**config.mk**
```make
export PLATFORM = sky130hd
export DESIGN_NAME = rr_heart_rate_averager_flat
export DESIGN_NICKNAME = d
export VERILOG_FILES = /design/src/rtl/rrhr_pkg.sv /design/src/rtl/rrhr_if.sv /design/src/rtl/rrhr_divider.sv /design/src/rtl/rrhr_datapath.sv /design/src/rtl/rrhr_ctrl.sv /design/src/rtl/rr_heart_rate_averager.sv /design/src/flat_wrapper.sv
export SDC_FILE = /design/constraint.sdc
export NUM_CORES = 1
export LEC_CHECK = 0
export BUFFER_PORTS_ARGS = -buffer_cell sky130_fd_sc_hd__clkbuf_2
export CELL_PAD_IN_SITES_DETAIL_PLACEMENT = 0
export CELL_PAD_IN_SITES_GLOBAL_PLACEMENT = 1
export CORE_ASPECT_RATIO = 0.9
export CORE_MARGIN = 2
export CORE_UTILIZATION = 53
export DETAILED_ROUTE_END_ITERATION = 6
export HOLD_SLACK_MARGIN = 0.05
export PLACE_DENSITY = 0.91
export REMOVE_ABC_BUFFERS = 1
export SLEW_MARGIN = 0
export SYNTH_ARGS = -nofsm -noshare
export SYNTH_HDL_FRONTEND = slang
export SYNTH_HIERARCHICAL = 1
export SYNTH_SLANG_ARGS = --single-unit
```
**constraint.sdc**
```tcl
create_clock -name clock -period 9.59 [get_ports clock]
set_clock_uncertainty 0.05 [all_clocks]
set_input_delay 0.4795 -clock clock [delete_from_list [all_inputs] [get_ports clock]]
set_output_delay 0.4795 -clock clock [all_outputs]
set_load 0.005 [all_outputs]
```
**src/rtl/rrhr_pkg.sv**
```systemverilog
// Package: types and constants of the heart rate averager.
`default_nettype none

package rrhr_pkg;

   // Field widths
   localparam int POS_W     = 32;
   localparam int RATE_W    = 16;
   localparam int SR_W      = 13;
   localparam int CSR_W     = 16;
   localparam int CSR_IDX_W = 2;

   // 60 * samp_freq fits in 19 bits for any 13-bit sample rate
   localparam int RATE_SCALE = 60;
   localparam int NUM_W      = 19;

   localparam logic [RATE_W-1:0] RATE_MAX = 16'hFFFF;

   // Plausibility window 0.7 .. 1.4 of the mean, tested as 7*m <= 10*r <= 14*m
   localparam int GATE_W        = 20;
   localparam int GATE_RATE_MUL = 10;
   localparam int GATE_LO_MUL   = 7;
   localparam int GATE_HI_MUL   = 14;

   // Register indexes
   localparam logic [CSR_IDX_W-1:0] CSR_SAMP_FREQ = 2'd0;
   localparam logic [CSR_IDX_W-1:0] CSR_MIN_RATE  = 2'd1;
   localparam logic [CSR_IDX_W-1:0] CSR_MAX_RATE  = 2'd2;

   // Register reset values
   localparam logic [SR_W-1:0]   SAMP_FREQ_RST = 13'd360;
   localparam logic [RATE_W-1:0] MIN_RATE_RST  = 16'd40;
   localparam logic [RATE_W-1:0] MAX_RATE_RST  = 16'd201;

   // Sequencer states
   typedef enum logic [2:0] {
      ST_IDLE,
      ST_RATE_START,
      ST_RATE_WAIT,
      ST_UPDATE,
      ST_SUM,
      ST_AVG_START,
      ST_AVG_WAIT,
      ST_DONE
   } state_type;

   // Controller to datapath commands
   typedef struct packed {
      logic load_in;
      logic div_start;
      logic div_sel_avg;
      logic update;
      logic sum_step;
      logic mean_zero;
      logic mean_load;
      logic out_load;
   } cmd_type;

   // Datapath to controller status
   typedef struct packed {
      logic beat_ok;
      logic div_done;
      logic sum_last;
      logic all_zero;
      logic out_free;
   } status_type;

endpackage

`default_nettype wire

```
**src/rtl/rrhr_if.sv**
```systemverilog
// Interfaces: beat position request channel and rate response channel.
`default_nettype none

interface rrhr_req_if import rrhr_pkg::*; ();
   logic              valid;
   logic              ready;
   logic [POS_W-1:0]  current_beat_pos;
   logic [POS_W-1:0]  previous_beat_pos;

   modport source (output valid, output current_beat_pos, output previous_beat_pos,
                   input ready);
   modport sink   (input valid, input current_beat_pos, input previous_beat_pos,
                   output ready);
endinterface

interface rrhr_rsp_if import rrhr_pkg::*; ();
   logic              valid;
   logic              ready;
   logic [RATE_W-1:0] average_rate;
   logic [RATE_W-1:0] accepted_rate;

   modport source (output valid, output average_rate, output accepted_rate,
                   input ready);
   modport sink   (input valid, input average_rate, input accepted_rate,
                   output ready);
endinterface

`default_nettype wire

```
**src/rtl/rrhr_divider.sv**
```systemverilog
// Restoring divider, one quotient bit per cycle.
`default_nettype none

module rrhr_divider import rrhr_pkg::*; #(
   parameter int DVD_W = 20,
   parameter int DVS_W = 32
) (
   input  wire logic             clock,
   input  wire logic             reset,
   input  wire logic             start,
   input  wire logic [DVD_W-1:0] dividend,
   input  wire logic [DVS_W-1:0] divisor,
   output logic                  done,
   output logic [DVD_W-1:0]      quotient
);

   localparam int CNT_W = $clog2(DVD_W + 1);

   logic [DVD_W-1:0] quo_ff, quo_in;
   logic [DVS_W-1:0] rem_ff, rem_in;
   logic [DVS_W-1:0] dvs_ff, dvs_in;
   logic [CNT_W-1:0] cnt_ff, cnt_in;
   logic             busy_ff, busy_in;
   logic             done_ff, done_in;

   logic [DVS_W:0]   trial;
   logic [DVS_W+1:0] diff;
   logic             take;

   // One trial subtraction
   always_comb begin
      trial = {rem_ff, quo_ff[DVD_W-1]};
      diff  = {1'b0, trial} - {2'b00, dvs_ff};
      take  = !diff[DVS_W+1];
   end

   // Next values
   always_comb begin
      quo_in  = quo_ff;
      rem_in  = rem_ff;
      dvs_in  = dvs_ff;
      cnt_in  = cnt_ff;
      busy_in = busy_ff;
      done_in = 1'b0;
      if (start) begin
         quo_in  = dividend;
         rem_in  = '0;
         dvs_in  = divisor;
         cnt_in  = CNT_W'(DVD_W);
         busy_in = 1'b1;
      end else if (busy_ff) begin
         quo_in = {quo_ff[DVD_W-2:0], take};
         rem_in = take ? diff[DVS_W-1:0] : trial[DVS_W-1:0];
         cnt_in = cnt_ff - CNT_W'(1);
         if (cnt_ff == CNT_W'(1)) begin
            busy_in = 1'b0;
            done_in = 1'b1;
         end
      end
   end

   // Control registers
   always_ff @(posedge clock) begin
      if (reset) begin
         cnt_ff  <= '0;
         busy_ff <= 1'b0;
         done_ff <= 1'b0;
      end else begin
         cnt_ff  <= cnt_in;
         busy_ff <= busy_in;
         done_ff <= done_in;
      end
   end

   // Operand registers
   always_ff @(posedge clock) begin
      quo_ff <= quo_in;
      rem_ff <= rem_in;
      dvs_ff <= dvs_in;
   end

   assign done     = done_ff;
   assign quotient = quo_ff;

endmodule

`default_nettype wire

```
**src/rtl/rrhr_datapath.sv**
```systemverilog
// Datapath: registers, rate and average arithmetic, history, output stage.
`default_nettype none

module rrhr_datapath import rrhr_pkg::*; #(
   parameter int HISTORY_LEN = 5
) (
   input  wire logic                 clock,
   input  wire logic                 reset,
   input  wire cmd_type              cmd,
   output status_type                status,
   input  wire logic [POS_W-1:0]     current_beat_pos,
   input  wire logic [POS_W-1:0]     previous_beat_pos,
   input  wire logic                 csr_we,
   input  wire logic [CSR_IDX_W-1:0] csr_index,
   input  wire logic [CSR_W-1:0]     csr_wdata,
   input  wire logic                 rsp_ready,
   output logic                      rsp_valid,
   output logic [RATE_W-1:0]         average_rate,
   output logic [RATE_W-1:0]         accepted_rate
);

   localparam int IDX_W = $clog2(HISTORY_LEN);
   localparam int ZW    = $clog2(HISTORY_LEN + 1);
   localparam int SUM_W = RATE_W + $clog2(HISTORY_LEN);
   localparam int DVD_W = (SUM_W > NUM_W) ? SUM_W : NUM_W;

   // Configuration registers
   logic [SR_W-1:0]   samp_freq_ff, samp_freq_in;
   logic [RATE_W-1:0] min_rate_ff, min_rate_in;
   logic [RATE_W-1:0] max_rate_ff, max_rate_in;

   // Item and state registers
   logic [POS_W-1:0]  cur_ff, cur_in;
   logic [POS_W-1:0]  prev_ff, prev_in;
   logic [RATE_W-1:0] hist_ff [HISTORY_LEN];
   logic [RATE_W-1:0] hist_in [HISTORY_LEN];
   logic [RATE_W-1:0] last_acc_ff, last_acc_in;
   logic [RATE_W-1:0] mean_ff, mean_in;
   logic [SUM_W-1:0]  sum_ff, sum_in;
   logic [IDX_W-1:0]  idx_ff, idx_in;

   // Output stage
   logic              rsp_valid_ff, rsp_valid_in;
   logic [RATE_W-1:0] rsp_avg_ff, rsp_avg_in;
   logic [RATE_W-1:0] rsp_acc_ff, rsp_acc_in;

   logic [POS_W-1:0]  interval;
   logic [NUM_W-1:0]  rate_num;
   logic [DVD_W-1:0]  div_dividend;
   logic [POS_W-1:0]  div_divisor;
   logic [DVD_W-1:0]  div_quotient;
   logic              div_done;
   logic [RATE_W-1:0] rate_sat;
   logic [GATE_W-1:0] rate_x10, mean_lo, mean_hi;
   logic              gate_pass;
   logic [RATE_W-1:0] new_acc;
   logic [ZW-1:0]     zero_cnt;
   logic [ZW-1:0]     avg_count;
   logic [RATE_W-1:0] hist_sel;

   // Interval and rate numerator
   always_comb begin
      interval = cur_ff - prev_ff;
      rate_num = NUM_W'(samp_freq_ff) * NUM_W'(RATE_SCALE);
   end

   // Count of zero entries and number of entries averaged
   always_comb begin
      zero_cnt = '0;
      for (int i = 0; i < HISTORY_LEN; i++) begin
         if (hist_ff[i] == '0) zero_cnt = zero_cnt + ZW'(1);
      end
      avg_count = ZW'(HISTORY_LEN) - zero_cnt;
   end

   // Shared divider operands
   always_comb begin
      if (cmd.div_sel_avg) begin
         div_dividend = DVD_W'(sum_ff);
         div_divisor  = POS_W'(avg_count);
      end else begin
         div_dividend = DVD_W'(rate_num);
         div_divisor  = interval;
      end
   end

   rrhr_divider #(
      .DVD_W (DVD_W),
      .DVS_W (POS_W)
   ) u_div (
      .clock    (clock),
      .reset    (reset),
      .start    (cmd.div_start),
      .dividend (div_dividend),
      .divisor  (div_divisor),
      .done     (div_done),
      .quotient (div_quotient)
   );

   // Saturated instant rate and plausibility gate
   always_comb begin
      rate_sat  = (div_quotient > DVD_W'(RATE_MAX)) ? RATE_MAX : div_quotient[RATE_W-1:0];
      rate_x10  = GATE_W'(rate_sat) * GATE_W'(GATE_RATE_MUL);
      mean_lo   = GATE_W'(mean_ff) * GATE_W'(GATE_LO_MUL);
      mean_hi   = GATE_W'(mean_ff) * GATE_W'(GATE_HI_MUL);
      gate_pass = (last_acc_ff == '0)
               || ((mean_lo <= rate_x10) && (rate_x10 <= mean_hi))
               || (mean_ff == '0)
               || ((rate_sat >= min_rate_ff) && (rate_sat <= max_rate_ff));
      new_acc   = gate_pass ? rate_sat : last_acc_ff;
   end

   assign hist_sel = hist_ff[idx_ff];

   // Next values of the datapath registers
   always_comb begin
      samp_freq_in = samp_freq_ff;
      min_rate_in  = min_rate_ff;
      max_rate_in  = max_rate_ff;
      cur_in       = cur_ff;
      prev_in      = prev_ff;
      hist_in      = hist_ff;
      last_acc_in  = last_acc_ff;
      mean_in      = mean_ff;
      sum_in       = sum_ff;
      idx_in       = idx_ff;

      if (csr_we) begin
         unique case (csr_index)
            CSR_SAMP_FREQ: samp_freq_in = csr_wdata[SR_W-1:0];
            CSR_MIN_RATE:  min_rate_in  = csr_wdata[RATE_W-1:0];
            CSR_MAX_RATE:  max_rate_in  = csr_wdata[RATE_W-1:0];
            default:       samp_freq_in = samp_freq_ff;
         endcase
      end

      if (cmd.load_in) begin
         cur_in  = current_beat_pos;
         prev_in = previous_beat_pos;
      end

      // Gate the rate and shift it into the history
      if (cmd.update) begin
         last_acc_in = new_acc;
         for (int i = 0; i < HISTORY_LEN - 1; i++) hist_in[i] = hist_ff[i + 1];
         hist_in[HISTORY_LEN-1] = new_acc;
         sum_in = '0;
         idx_in = '0;
      end

      // Sum entries from the first counted index upward, one per cycle
      if (cmd.sum_step) begin
         if (ZW'(idx_ff) >= zero_cnt) sum_in = sum_ff + SUM_W'(hist_sel);
         if (!status.sum_last) idx_in = idx_ff + IDX_W'(1);
      end

      if (cmd.mean_zero) mean_in = '0;
      else if (cmd.mean_load) mean_in = div_quotient[RATE_W-1:0];
   end

   // Output stage next values
   always_comb begin
      rsp_valid_in = rsp_valid_ff;
      rsp_avg_in   = rsp_avg_ff;
      rsp_acc_in   = rsp_acc_ff;
      if (cmd.out_load) begin
         rsp_valid_in = 1'b1;
         rsp_avg_in   = mean_ff;
         rsp_acc_in   = last_acc_ff;
      end else if (rsp_ready) begin
         rsp_valid_in = 1'b0;
      end
   end

   // Registers with reset
   always_ff @(posedge clock) begin
      if (reset) begin
         samp_freq_ff <= SAMP_FREQ_RST;
         min_rate_ff  <= MIN_RATE_RST;
         max_rate_ff  <= MAX_RATE_RST;
         for (int i = 0; i < HISTORY_LEN; i++) hist_ff[i] <= '0;
         last_acc_ff  <= '0;
         mean_ff      <= '0;
         rsp_valid_ff <= 1'b0;
      end else begin
         samp_freq_ff <= samp_freq_in;
         min_rate_ff  <= min_rate_in;
         max_rate_ff  <= max_rate_in;
         hist_ff      <= hist_in;
         last_acc_ff  <= last_acc_in;
         mean_ff      <= mean_in;
         rsp_valid_ff <= rsp_valid_in;
      end
   end

   // Payload registers
   always_ff @(posedge clock) begin
      cur_ff     <= cur_in;
      prev_ff    <= prev_in;
      sum_ff     <= sum_in;
      idx_ff     <= idx_in;
      rsp_avg_ff <= rsp_avg_in;
      rsp_acc_ff <= rsp_acc_in;
   end

   // Status to the controller
   always_comb begin
      status.beat_ok  = (cur_ff != '0) && (prev_ff != '0) && (cur_ff > prev_ff);
      status.div_done = div_done;
      status.sum_last = (idx_ff == IDX_W'(HISTORY_LEN - 1));
      status.all_zero = (zero_cnt == ZW'(HISTORY_LEN));
      status.out_free = !rsp_valid_ff || rsp_ready;
   end

   assign rsp_valid     = rsp_valid_ff;
   assign average_rate  = rsp_avg_ff;
   assign accepted_rate = rsp_acc_ff;

endmodule

`default_nettype wire

```
**src/rtl/rrhr_ctrl.sv**
```systemverilog
// Controller: sequences one item through rate, gate, sum and average.
`default_nettype none

module rrhr_ctrl import rrhr_pkg::*; (
   input  wire logic       clock,
   input  wire logic       reset,
   input  wire logic       req_valid,
   output logic            req_ready,
   input  wire status_type status,
   output cmd_type         cmd
);

   state_type state_ff, state_in;

   // Next state
   always_comb begin
      state_in = state_ff;
      unique case (state_ff)
         ST_IDLE:       if (req_valid) state_in = ST_RATE_START;
         ST_RATE_START: state_in = status.beat_ok ? ST_RATE_WAIT : ST_DONE;
         ST_RATE_WAIT:  if (status.div_done) state_in = ST_UPDATE;
         ST_UPDATE:     state_in = ST_SUM;
         ST_SUM:        if (status.sum_last) state_in = ST_AVG_START;
         ST_AVG_START:  state_in = status.all_zero ? ST_DONE : ST_AVG_WAIT;
         ST_AVG_WAIT:   if (status.div_done) state_in = ST_DONE;
         ST_DONE:       if (status.out_free) state_in = ST_IDLE;
         default:       state_in = ST_IDLE;
      endcase
   end

   // Commands
   always_comb begin
      cmd       = '0;
      req_ready = 1'b0;
      unique case (state_ff)
         ST_IDLE: begin
            // no item is taken while reset is high
            req_ready   = !reset;
            cmd.load_in = req_valid && !reset;
         end
         ST_RATE_START: begin
            cmd.div_start = status.beat_ok;
            cmd.mean_zero = !status.beat_ok;
         end
         ST_RATE_WAIT: begin
            cmd.div_sel_avg = 1'b0;
         end
         ST_UPDATE: begin
            cmd.update = 1'b1;
         end
         ST_SUM: begin
            cmd.sum_step = 1'b1;
         end
         ST_AVG_START: begin
            cmd.div_sel_avg = 1'b1;
            cmd.div_start   = !status.all_zero;
            cmd.mean_zero   = status.all_zero;
         end
         ST_AVG_WAIT: begin
            cmd.div_sel_avg = 1'b1;
            cmd.mean_load   = status.div_done;
         end
         ST_DONE: begin
            cmd.out_load = status.out_free;
         end
         default: begin
            cmd = '0;
         end
      endcase
   end

   always_ff @(posedge clock) begin
      if (reset) begin
         state_ff <= ST_IDLE;
      end else begin
         state_ff <= state_in;
      end
   end

endmodule

`default_nettype wire

```
**src/rtl/rr_heart_rate_averager.sv**
```systemverilog
// Top level: heart rate from beat positions with a moving average.
//
//   channel | direction | handshake          | payload
//   req_ch  | in        | valid / ready      | current_beat_pos, previous_beat_pos
//   rsp_ch  | out       | valid / ready      | average_rate, accepted_rate
//   csr_*   | in        | csr_we, no stall   | csr_index, csr_wdata
//
// Each item runs through the shared one-bit-per-cycle divider, used for the rate
// and then for the average; its dividend is max(19, 16 + clog2(HISTORY_LEN)) bits.
// The average divide is skipped when the history holds only zeros, and both divides
// are skipped for a missing beat.
// One item at a time; the next is taken while a result waits in the output register.
// Reset is synchronous and clears the history, rates and output valid.
`default_nettype none

module rr_heart_rate_averager import rrhr_pkg::*; #(
   parameter int HISTORY_LEN = 5
) (
   input  wire logic                 clock,
   input  wire logic                 reset,
   rrhr_req_if.sink                  req_ch,
   rrhr_rsp_if.source                rsp_ch,
   input  wire logic                 csr_we,
   input  wire logic [CSR_IDX_W-1:0] csr_index,
   input  wire logic [CSR_W-1:0]     csr_wdata
);

   cmd_type    cmd;
   status_type status;

   rrhr_ctrl u_ctrl (
      .clock     (clock),
      .reset     (reset),
      .req_valid (req_ch.valid),
      .req_ready (req_ch.ready),
      .status    (status),
      .cmd       (cmd)
   );

   rrhr_datapath #(
      .HISTORY_LEN (HISTORY_LEN)
   ) u_dp (
      .clock             (clock),
      .reset             (reset),
      .cmd               (cmd),
      .status            (status),
      .current_beat_pos  (req_ch.current_beat_pos),
      .previous_beat_pos (req_ch.previous_beat_pos),
      .csr_we            (csr_we),
      .csr_index         (csr_index),
      .csr_wdata         (csr_wdata),
      .rsp_ready         (rsp_ch.ready),
      .rsp_valid         (rsp_ch.valid),
      .average_rate      (rsp_ch.average_rate),
      .accepted_rate     (rsp_ch.accepted_rate)
   );

endmodule

`default_nettype wire

```
**src/flat_wrapper.sv**
```systemverilog
// flat-port wrapper written by rule: the top's interface ports become plain ports
module rr_heart_rate_averager_flat import rrhr_pkg::*;
#(
   parameter int HISTORY_LEN = 5
)
  (clock, reset, csr_we, csr_index, csr_wdata, req_ch_valid, req_ch_current_beat_pos, req_ch_previous_beat_pos, req_ch_ready, rsp_ch_valid, rsp_ch_average_rate, rsp_ch_accepted_rate, rsp_ch_ready);
  rrhr_req_if req_ch_i ();
  rrhr_rsp_if rsp_ch_i ();
  input  wire logic clock;
  input  wire logic reset;
  input  wire logic csr_we;
  input  wire logic [CSR_IDX_W-1:0] csr_index;
  input  wire logic [CSR_W-1:0] csr_wdata;
  input wire logic [$bits(req_ch_i.valid)-1:0] req_ch_valid;
  input wire logic [$bits(req_ch_i.current_beat_pos)-1:0] req_ch_current_beat_pos;
  input wire logic [$bits(req_ch_i.previous_beat_pos)-1:0] req_ch_previous_beat_pos;
  output wire logic [$bits(req_ch_i.ready)-1:0] req_ch_ready;
  output wire logic [$bits(rsp_ch_i.valid)-1:0] rsp_ch_valid;
  output wire logic [$bits(rsp_ch_i.average_rate)-1:0] rsp_ch_average_rate;
  output wire logic [$bits(rsp_ch_i.accepted_rate)-1:0] rsp_ch_accepted_rate;
  input wire logic [$bits(rsp_ch_i.ready)-1:0] rsp_ch_ready;
  assign req_ch_i.valid = req_ch_valid;
  assign req_ch_i.current_beat_pos = req_ch_current_beat_pos;
  assign req_ch_i.previous_beat_pos = req_ch_previous_beat_pos;
  assign req_ch_ready = req_ch_i.ready;
  assign rsp_ch_valid = rsp_ch_i.valid;
  assign rsp_ch_average_rate = rsp_ch_i.average_rate;
  assign rsp_ch_accepted_rate = rsp_ch_i.accepted_rate;
  assign rsp_ch_i.ready = rsp_ch_ready;
  rr_heart_rate_averager #(.HISTORY_LEN(HISTORY_LEN)) u_core (.clock(clock), .reset(reset), .req_ch(req_ch_i), .rsp_ch(rsp_ch_i), .csr_we(csr_we), .csr_index(csr_index), .csr_wdata(csr_wdata));
endmodule
```
==> results of run 1 <==
==> kinds of logic (layout without fill, tap and decap cells) <==
family	after synthesis	in the layout	share of synthesized area (%)
AND/OR/NAND/NOR	786	786	16.13
buffers and inverters	322	482	5.505
flip-flops	353	353	36.09
multiplexers	150	150	6.504
AO/OA/AOI/OAI	584	584	16.91
XOR/XNOR	92	92	3.406
adder cells (fa/ha/maj)	267	267	15.46
==> through the flow <==
step                area (um2)  total power (W)
finish                   26530         0.006350
global placement         24670         0.004727
CTS                      26530         0.006330
detailed placement       24670         0.004812
global route             26530         0.006762
floorplan                23160         0.004090
==> worst register-to-register path, delay by kind of cell (launching register included) <==
family                     cells  cell delay, ps
AOI/OAI and AO/OA             10            2540
xor gates and xnor gates       1             150
adders and majority gates      4            1160
buffers and inverters          2             210
DFF                            1             440
muxes                          1             400
and+or+nand+nor                7            1970
==> power by group <==
group | leakage [nW] | switching (W) | internal, W | total [W]
clock network | 0.604 | 0.000664 | 0.000820 | 0.00148
registers | 3.03 | 0.000205 | 0.00182 | 0.00202
logic | 7.15 | 0.00171 | 0.00114 | 0.00284
==> cell type report <==
class	instances	area, um2	share of cell area [%]
Tap cell	600	750.7	2.829
Clock buffer	51	1061	3.999
Inverter	214	803.3	3.027
Multi-Input combinational cell	1879	13860	52.24
Timing Repair Buffer	198	1346	5.074
Clock inverter	19	171.4	0.6460
Sequential cell	353	8539	32.18
==> cells in the final DEF, fill, tap and decap left out, types with 15 or more instances in the layout <==
master and instances:
a211oi_1 23, a211oi_2 15, a21boi_0 15, a21o_1 43
a21oi_1 177, and3_1 17, buf_4 16, clkbuf_16 39
clkbuf_2 119, dfxtp_1 205, dlygate4sd3_1 63, edfxtp_1 147
fa_1 43, ha_1 221, inv_1 213, mux2_2 28
mux2i_1 120, nand2_1 215, nand2b_1 34, nand3_1 43
nand4_1 30, nor2_1 239, nor2b_1 23, nor3_1 44
nor4_1 44, o211ai_1 19, o21a_1 24, o21ai_0 92
o21bai_1 16, o22ai_1 20, xnor2_1 52, xor2_1 40
==> worst max-delay path by stage <==
| stage | slack (ps) | end | startpoint |
|---|---|---|---|
| floorplan | 1370 | u_core/u_dp/u_div/quotient[0] | u_core/u_dp/prev_ff[0] |
| finish | 2580 | u_core/u_dp/last_acc_ff[15] | u_core/u_dp/u_div/quotient[17] |
| detailed placement | 2730 | u_core/u_dp/last_acc_ff[15] | u_core/u_dp/u_div/quotient[17] |
| global route | 2100 | u_core/u_dp/last_acc_ff[2] | u_core/u_dp/u_div/quotient[6] |
| CTS | 2690 | u_core/u_dp/last_acc_ff[6] | u_core/u_dp/u_div/quotient[17] |
| global placement | 2860 | u_core/u_dp/last_acc_ff[15] | u_core/u_dp/u_div/quotient[17] |
==> state kept, by name (all words and copies together), names as in the netlist, 3 cells and up <==
register	cells
u_core/u_ctrl/state_ff	3
u_core/u_dp/accepted_rate	16
u_core/u_dp/average_rate	16
u_core/u_dp/cur_ff	32
u_core/u_dp/hist_ff	64
u_core/u_dp/idx_ff	3
u_core/u_dp/last_acc_ff	16
u_core/u_dp/max_rate_ff	16
u_core/u_dp/mean_ff	16
u_core/u_dp/min_rate_ff	16
u_core/u_dp/prev_ff	32
u_core/u_dp/samp_freq_ff	13
u_core/u_dp/sum_ff	19
u_core/u_dp/u_div/cnt_ff	5
u_core/u_dp/u_div/dvs_ff	32
u_core/u_dp/u_div/quotient	19
u_core/u_dp/u_div/rem_ff	32
==> metal layers <==
metal  track usage [%]  part of all wire (%)
met4             9.187                   3.2
met1             37.26                    44
met2             46.13                    46
met5                 0                     0
met3             5.233                   6.8
==> cells in the mapped netlist (24+ instances only) <==
cell,n,area (um2)
a21o_1,43,322.8
a21oi_1,177,885.9
clkbuf_1,78,292.8
dfxtp_1,206,4124
edfxtp_1,147,4414
fa_1,43,860.8
ha_1,221,2765
inv_1,213,799.5
mux2_2,28,315.3
mux2i_1,120,1201
nand2_1,215,807.0
nand2b_1,34,212.7
nand3_1,43,215.2
nand4_1,30,187.7
nor2_1,243,912.1
nor3_1,44,220.2
nor4_1,44,275.3
o21a_1,24,180.2
o21ai_0,93,465.5
xnor2_1,52,455.4
xor2_1,40,350.3
==> results.json, run 1 <==
{
  "synth_cell_types": 108,
  "async_flop_share_pct": 0,
  "fp-row-count": 73,
  "reg2reg_slack_ps": 2580,
  "hold_viol": 0,
  "start_kind": "flop",
  "vias": 19620,
  "timing.final.ws_setup_ps": 2584,
  "clkSinkCount": 353,
  "fmax_ghz": 0.1427,
  "htree_levels": 2,
  "drcViolationCount": 0,
  "path_buf_inv": 2,
  "syn_avg_cell_area_um2": 9.264,
  "syn_inst": 2554,
  "holdPathStages": 1,
  "grt_pass1_wl_um": 102600,
  "tightest_slew_ps": 1262,
  "start_util_pct": 53.63,
  "tns_ps": 0,
  "cts_hold_buffers": 63,
  "n_antenna_cell": 0,
  "placed_cells": 3181,
  "drive_gt1_share_pct": 11.42,
  "dr.pass1.iters": 6,
  "ys.flop_type": "dfxtp_1",
  "min_from": "req_ch_current_beat_pos[23]",
  "rr_worst_depth": 25,
  "yosysSeqAreaShare_pct": 36.09,
  "synth_edf_count": 147,
  "routabilityCongestion": 0.9191,
  "worst_ep_required_time_ps": 10010,
  "setup_violations": 0,
  "max_slew_margin_pct": 15.75,
  "crit_path_top_delay_cell": "a21bo_1",
  "clockBufferDepth": 3,
  "min_path_type": "in -> reg",
  "die_w_um": 226.7,
  "crit_path_max_fanout": 21,
  "holdPathEnd": "u_core/u_dp/cur_ff[23]",
  "numCtsBuffers": 39,
  "fp.coreArea_um2": 44120,
  "n_fill_cell": 3733,
  "cts_resized": 0,
  "ys_seq_elements": 353,
  "cp.arrival_ps": 7420,
  "antenna_found_initial": 1,
  "holdWs_ps": 92.32,
  "grt_usage_pct": 28.08,
  "clock_latency_ps": 590,
  "grt_overflow": 0,
  "leakagePower_nw": 10.78,
  "drtAntennaViolNets": 0,
  "io_pins": 121,
  "fin_crit_sh_pct": 73.06,
  "finalCriticalPeriod_ps": 7006,
  "reg2reg_from": "u_core/u_dp/u_div/quotient[17]",
  "syn_area_um2": 23660,
  "drtIter0Drc": 1794,
  "dp_slack_ps": 2727,
  "cts_tree": "built",
  "status": "finished, final reports clean",
  "routedWlPerCell_um": 19.54,
  "stdcell_count": 3314,
  "ir_drop_uv": 207.1,
  "max_stage_delay_ps": 660,
  "drv_cap": 0,
  "p_per_area_nw_per_um2": 239.3,
  "path_clk_slew_ps": 80,
  "viasPerCell": 5.922,
  "rsz0062_at_grt": "no",
  "die-area_um2": 46350,
  "crit_family": "compound AO/OA/AOI/OAI gates",
  "cp_num_cells": 25,
  "synth_warnings": 6,
  "fp.dieH_um": 204.4,
  "worstReg2RegEnd": "u_core/u_dp/last_acc_ff[15]",
  "postCtsSetupBuffers": 0,
  "final_nets": 3036,
  "area_delta_synth_final_pct": 12.14,
  "first_global_vias": 19060,
  "io_buffers": 120,
  "dp_hpwl_um": 47100,
  "fin_util_pct": 60.14,
  "slew_violations": 0,
  "grt_max_degree": 69,
  "root_buffer": "clkbuf_16",
  "crit_type": "reg -> reg",
  "end_kind": "flop",
  "wl_um": 64750
}
Power figures use the tool's default switching activity.
==> run 2: changes to the inputs <==
--- a/config.mk
+++ b/config.mk
@@ -10,10 +10,10 @@
 export CELL_PAD_IN_SITES_GLOBAL_PLACEMENT = 1
 export CORE_ASPECT_RATIO = 0.9
 export CORE_MARGIN = 2
-export CORE_UTILIZATION = 53
+export CORE_UTILIZATION = 44
 export DETAILED_ROUTE_END_ITERATION = 6
 export HOLD_SLACK_MARGIN = 0.05
-export PLACE_DENSITY = 0.91
+export PLACE_DENSITY = 0.81
 export REMOVE_ABC_BUFFERS = 1
 export SLEW_MARGIN = 0
 export SYNTH_ARGS = -nofsm -noshare
==> constraint.sdc (replaced) <==
create_clock -name clock -period 6.3 [get_ports clock]
set_clock_uncertainty 0.05 [all_clocks]
set_input_delay 0.315 -clock clock [delete_from_list [all_inputs] [get_ports clock]]
set_output_delay 0.315 -clock clock [all_outputs]
set_load 0.005 [all_outputs]
==> run 2 against run 1 <==
  * Sequential power grew 52%
  * Flip-flop and latch count is the same
  * Clock power grew 59%
  * Clock-buffer cell count shrank 2
  * Non-clock buffer count grew 29
  * Combinational power grew 54%
  * First-iteration DRC count shrank 11%
  * Highest routed layer is now met5
==> results.json, run 2 (synthesis results as in run 1) <==
{
  "max_slew_margin_pct": 18.97,
  "viasPerCell": 5.640,
  "finalCriticalPeriod_ps": 5900,
  "leakagePower_nw": 10.96,
  "crit_start": "u_core/u_dp/u_div/quotient[17]",
  "min_path_type": "in -> reg",
  "seqPwrFrac_pct": 31.4,
  "timing.final.ws_setup_ps": 400.3,
  "grt_pass1_wl_um": 102600,
  "final_nets": 3067,
  "fp.coreArea_um2": 53050,
  "comb_power_share_pct": 44.5,
  "drive_gt1_share_pct": 12.08,
  "crit_path_max_fanout": 8,
  "root_buffer": "clkbuf_16",
  "first_global_vias": 18630,
  "drv_cap": 0,
  "drtIter0Drc": 1590,
  "largest_reg_flops": 64,
  "rsz0062_at_grt": "no",
  "internal-power_w": 0.005853,
  "cp.arrival_ps": 6330,
  "slew_violations": 0,
  "setup_violations": 0,
  "drcViolationCount": 0,
  "io_pins": 121,
  "fp.dieH_um": 224.0,
  "hold_viol": 0,
  "cts_tree": "built",
  "antenna_found_initial": 3,
  "htree_levels": 2,
  "area_delta_synth_final_pct": 14.24,
  "placed_cells": 3288,
  "tightest_slew_ps": 1210,
  "fp-row-count": 80,
  "clock_latency_ps": 570,
  "crit_type": "reg -> reg",
  "status": "finished, final reports clean",
  "clkSinkCount": 353,
  "vias": 19440,
  "min_from": "rsp_ch_ready",
  "dr.pass1.iters": 6,
  "dp_slack_ps": -32.69,
  "pwr-share-clk_pct": 24.1,
  "grt_max_degree": 90,
  "end_kind": "flop",
  "dp_hpwl_um": 48270,
  "die-area_um2": 55650,
  "path_clk_slew_ps": 60,
  "routedWlPerCell_um": 18.87,
  "layout_commonest_cell": "nor2_1",
  "drtAntennaViolNets": 0,
  "fin_crit_sh_pct": 93.65,
  "numCtsBuffers": 41,
  "fmax_ghz": 0.1695,
  "grt_overflow": 0,
  "die_w_um": 248.4,
  "layout_common_cells": "nor2_1, ha_1, nand2_1, inv_1, dfxtp_1",
  "start_kind": "flop",
  "worst_ep_required_time_ps": 6730,
  "switching_share_pct": 40.19,
  "ir_drop_uv": 210.9,
  "clockBufferDepth": 3,
  "p_per_area_nw_per_um2": 362.0,
  "stdcell_count": 3446,
  "power_w": 0.009785,
  "start_util_pct": 44.60,
  "p_sw_w": 0.003933,
  "largest-register": "u_core/u_dp/hist_ff",
  "grt_usage_pct": 22.95,
  "fin_util_pct": 50.95,
  "reg2reg_from": "u_core/u_dp/u_div/quotient[17]",
  "routabilityCongestion": 0.9216,
  "wl_um": 65020,
  "io_buffers": 120
}
-- run 2: power groups by stage --
| stage | sequential, W | clock, W | combinational, W |
|---|---|---|---|
| floorplan | 0.00305 | 0 | 0.00317 |
| global placement | 0.00310 | 0 | 0.00416 |
| detailed placement | 0.00311 | 0 | 0.00423 |
| CTS | 0.00306 | 0.00241 | 0.00430 |
| global route | 0.00311 | 0.00250 | 0.00486 |
| finish | 0.00307 | 0.00235 | 0.00436 |
-- run 2: path summary, 6_finish.rpt --
kind	end	slack, ps	cells after the start
setup reg to reg	u_core/u_dp/last_acc_ff[3]	400	26
hold reg to reg	u_core/u_dp/min_rate_ff[4]	410	2
hold / removal	u_core/u_dp/rsp_valid	120	3
setup / recovery	u_core/u_dp/last_acc_ff[3]	400	26
-- run 2: final cells by class --
type	count	area (um2)
Antenna cell	1	2.502
Sequential cell	353	8539
Fill cell	4881	26020
Inverter	214	803.3
Tap cell	697	872.1
Multi-Input combinational cell	1879	13870
Clock buffer	49	1122
Timing Repair Buffer	227	1619
Clock inverter	26	195.2
-- run 2: metrics by stage --
step	TNS, ps	hold slack, ps	cell area (um2)
after floorplan	-129790	327.4	23160
after global placement	0	392.6	24880
after detailed placement	-142.9	398.4	24880
after CTS	0	79.46	27000
after global routing	0	127.0	27030
final	0	119.4	27030
-- run 2: repair_timing --
item,CTS,global route
resized for setup,2,7
hold endpoints to repair,109,0
setup endpoints to repair,16,16
pin swaps,0,2
hold buffers,80,0
setup buffers,0,2
-- run 2: routing by layer --
| layer | vias to the layer above | wire [um] | global-route usage (%) |
|---|---|---|---|
| li1 | 9473 | - | - |
| met1 | 9310 | 31390 | 33.32 |
| met2 | 553 | 28240 | 35.25 |
| met3 | 97 | 3894 | 3.532 |
| met4 | 2 | 1477 | 6.664 |
| met5 | - | 13 | 0 |
-- run 2: critical path, stage by stage, from the launching register on --
cell,delay [ps]
edfxtp_1,430
or3_4,440
buf_4,190
nor2_1,150
inv_1,160
ha_1,330
ha_1,340
a21oi_1,200
o21ai_1,130
nand2_1,90
nand2_1,50
a21o_1,190
a21o_1,170
a21oi_1,200
xnor2_1,190
inv_1,70
ha_1,290
nand3_1,150
nor4_2,200
o21ai_1,130
a31o_1,240
maj3_2,300
o31ai_1,250
a21oi_2,100
a21bo_1,290
buf_4,210
a211oi_1,250
==> run 3: changes to the inputs <==
--- a/config.mk
+++ b/config.mk
@@ -5,12 +5,13 @@
 export SDC_FILE = /design/constraint.sdc
 export NUM_CORES = 1
 export LEC_CHECK = 0
+export ABC_AREA = 1
 export BUFFER_PORTS_ARGS = -buffer_cell sky130_fd_sc_hd__clkbuf_2
 export CELL_PAD_IN_SITES_DETAIL_PLACEMENT = 0
 export CELL_PAD_IN_SITES_GLOBAL_PLACEMENT = 1
 export CORE_ASPECT_RATIO = 0.9
 export CORE_MARGIN = 2
-export CORE_UTILIZATION = 44
+export CORE_UTILIZATION = 42
 export DETAILED_ROUTE_END_ITERATION = 6
 export HOLD_SLACK_MARGIN = 0.05
 export PLACE_DENSITY = 0.81
==> run 3 against run 2 <==
  * Core utilization is 2.5 points lower
  * Synthesized cell count is 28% higher
  * Synthesized area is 3.7% higher
  * Sequential share of layout area is 1.3 points lower
  * Sequential power is 7.5% higher
  * Fmax is 13% higher
  * Largest power group unchanged
  * Highest routed layer is now met4
==> results.json, run 3 <==
{
  "first_global_vias": 20250,
  "power_w": 0.01318,
  "synth_cell_types": 61,
  "synth.most_common_cell": "nand2_1",
  "dp_slack_ps": 1090,
  "htree_levels": 2,
  "p_per_area_nw_per_um2": 468.3,
  "io_buffers": 120,
  "min_path_type": "in -> reg",
  "synth_common_cells": "nand2_1, inv_1, a21oi_1, nor2_1, o21ai_0",
  "syn_inst": 3271,
  "yosysTopAreaCell": "edfxtp_1",
  "switching_share_pct": 46.40,
  "status": "finished, final reports clean",
  "p_sw_w": 0.006114,
  "final_nets": 3800,
  "setup_violations": 0,
  "routabilityCongestion": 0.9013,
  "synth_warnings": 6,
  "hold_viol": 0,
  "n_antenna_cell": 0,
  "dp_hpwl_um": 50980,
  "dr.pass1.iters": 5,
  "antenna_found_initial": 0,
  "fin_crit_sh_pct": 83.21,
  "cp.arrival_ps": 5650,
  "ys.flop_type": "dfxtp_1",
  "end_kind": "flop",
  "drv_cap": 0,
  "fmax_ghz": 0.1908,
  "io_pins": 121,
  "layout_common_cells": "nand2_1, inv_1, a21oi_1, nor2_1, o21ai_0",
  "fp.coreArea_um2": 58120,
  "ys_seq_elements": 353,
  "fp-row-count": 84,
  "layout_commonest_cell": "nand2_1",
  "numCtsBuffers": 41,
  "vias": 21560,
  "start_util_pct": 42.22,
  "drtIter0Drc": 1635,
  "cts_tree": "built",
  "rsz0062_at_grt": "no",
  "pwr-share-clk_pct": 19.2,
  "synth_top_area_share_pct": 17.99,
  "postCtsSetupBuffers": 0,
  "syn_area_um2": 24540,
  "wl_um": 67660,
  "max_stage_delay_ps": 500,
  "n_fill_cell": 5690,
  "path_clk_slew_ps": 60,
  "fp.dieH_um": 233.3,
  "root_buffer": "clkbuf_16",
  "worst_ep_required_time_ps": 6700,
  "largest-register": "u_core/u_dp/hist_ff",
  "synth_edf_count": 147,
  "async_flop_share_pct": 0,
  "finalCriticalPeriod_ps": 5242,
  "seqPwrFrac_pct": 25.0,
  "clock_latency_ps": 590,
  "drtAntennaViolNets": 0,
  "internal-power_w": 0.007064,
  "tns_ps": 0,
  "start_kind": "flop",
  "largest_reg_flops": 64,
  "max_slew_margin_pct": 31.87,
  "crit_path_max_fanout": 32,
  "grt_max_degree": 126,
  "grt_usage_pct": 22.59,
  "syn_avg_cell_area_um2": 7.503,
  "grt_overflow": 0,
  "timing.final.ws_setup_ps": 1058,
  "area_delta_synth_final_pct": 14.66,
  "routedWlPerCell_um": 15.90,
  "fin_util_pct": 48.42,
  "synth_area_leaders": "edfxtp_1, dfxtp_1, ha_1, nand2_1, inv_1",
  "clkSinkCount": 353,
  "die_w_um": 258.8,
  "slew_violations": 0,
  "clockBufferDepth": 3,
  "crit_type": "reg -> reg",
  "ir_drop_uv": 443.2,
  "leakagePower_nw": 13.27,
  "die-area_um2": 60380,
  "tightest_slew_ps": 1018,
  "viasPerCell": 5.067,
  "drive_gt1_share_pct": 9.276,
  "crit_path_top_delay_cell": "fa_1",
  "yosysSeqAreaShare_pct": 34.79,
  "grt_pass1_wl_um": 109700,
  "drcViolationCount": 0,
  "comb_power_share_pct": 55.8
}
==> run 3: cell count changes in the layout (fill, tap and decap cells not counted), moves of 22 or more <==
cell / before / now
nand2_1: 215 / 708
inv_1: 213 / 494
nand3_1: 43 / 186
o21ai_0: 89 / 225
mux2i_1: 120 / 3
a21oi_1: 177 / 270
a21o_1: 43 / 7
nand2b_1: 34 / 0
mux2_2: 28 / 1
nor3_1: 44 / 17
xnor2_1: 52 / 27
nor2b_1: 23 / 0
nand2_2: 1 / 23
==> run 3: kinds of logic (layout without fill, tap and decap cells) <==
family | count (synthesis) | count (layout) | synth area share, %
compound gates | 629 | 629 | 13.93
xor+xnor | 63 | 63 | 2.248
fa+ha+maj | 264 | 264 | 14.78
buf+inv | 608 | 819 | 9.687
flops | 353 | 353 | 34.79
mux | 4 | 4 | 0.1682
simple gates | 1350 | 1350 | 24.40
==> run 3: power by group through the flow <==
stage	registers (W)	clock network, W	logic (W)
2_1_floorplan	0.00324	0	0.00541
3_3_place_gp	0.00333	0	0.00726
3_5_place_dp	0.00334	0	0.00728
4_1_cts	0.00329	0.00259	0.00737
5_1_grt	0.00335	0.00268	0.00842
6_report	0.00330	0.00253	0.00735
==> run 3: final cells by class <==
| cell class | instances | area (um2) | area share [%] |
|---|---|---|---|
| Clock buffer | 51 | 1124 | 3.993 |
| Tap cell | 774 | 968.4 | 3.442 |
| Sequential cell | 353 | 8538 | 30.34 |
| Timing Repair Buffer | 220 | 1572 | 5.585 |
| Clock inverter | 25 | 325.3 | 1.156 |
| Multi-Input combinational cell | 2310 | 13650 | 48.49 |
| Inverter | 523 | 1967 | 6.990 |
==> run 3: worst paths after layout <==
| check | start | end | slack [ps] | depth (start not counted) |
|---|---|---|---|---|
| max | u_core/u_dp/u_div/quotient[17] | u_core/u_dp/last_acc_ff[11] | 1060 | 30 |
| min | csr_index[0] | u_core/u_dp/max_rate_ff[6] | 160 | 4 |
| min reg2reg | u_core/u_dp/max_rate_ff[15] | u_core/u_dp/max_rate_ff[15] | 420 | 2 |
| max reg2reg | u_core/u_dp/u_div/quotient[17] | u_core/u_dp/last_acc_ff[11] | 1060 | 30 |
==> run 3: timing repair <==
action / 4_1_cts / 5_1_grt
resized for setup: 0 / 0
endpoints found under the hold margin: 104 / 0
setup endpoints to repair: 0 / 0
hold buffers: 83 / 0
==> run 3: stage by stage <==
stage | cell area [um2] | std cells | hold WS, ps
6_report | 28140 | 4256 | 161.7
5_1_grt | 28140 | 4256 | 157.0
4_1_cts | 28140 | 4256 | 130.4
3_5_place_dp | 25860 | 4097 | 411.0
3_3_place_gp | 25860 | 4097 | 400.9
2_1_floorplan | 24130 | 3186 | 334.1
==> run 3: per-layer routing <==
layer | vias to the layer above | share of wire (%) | GRT usage [%]
met5 | - | 0 | 0
met4 | 0 | 1.5 | 4.191
met3 | 63 | 5.9 | 3.255
met2 | 535 | 41 | 33.70
met1 | 9783 | 51 | 34.55
li1 | 11180 | - | -
==> run 3: critical path: cells and delay by family (launching register included) <==
family                     cells  cell delay (ps)
and+or+nand+nor               16             2010
buffers and inverters          3              220
AOI/OAI and AO/OA              8             1480
xor gates and xnor gates       1              160
DFF                            1              400
adders and majority gates      2              800
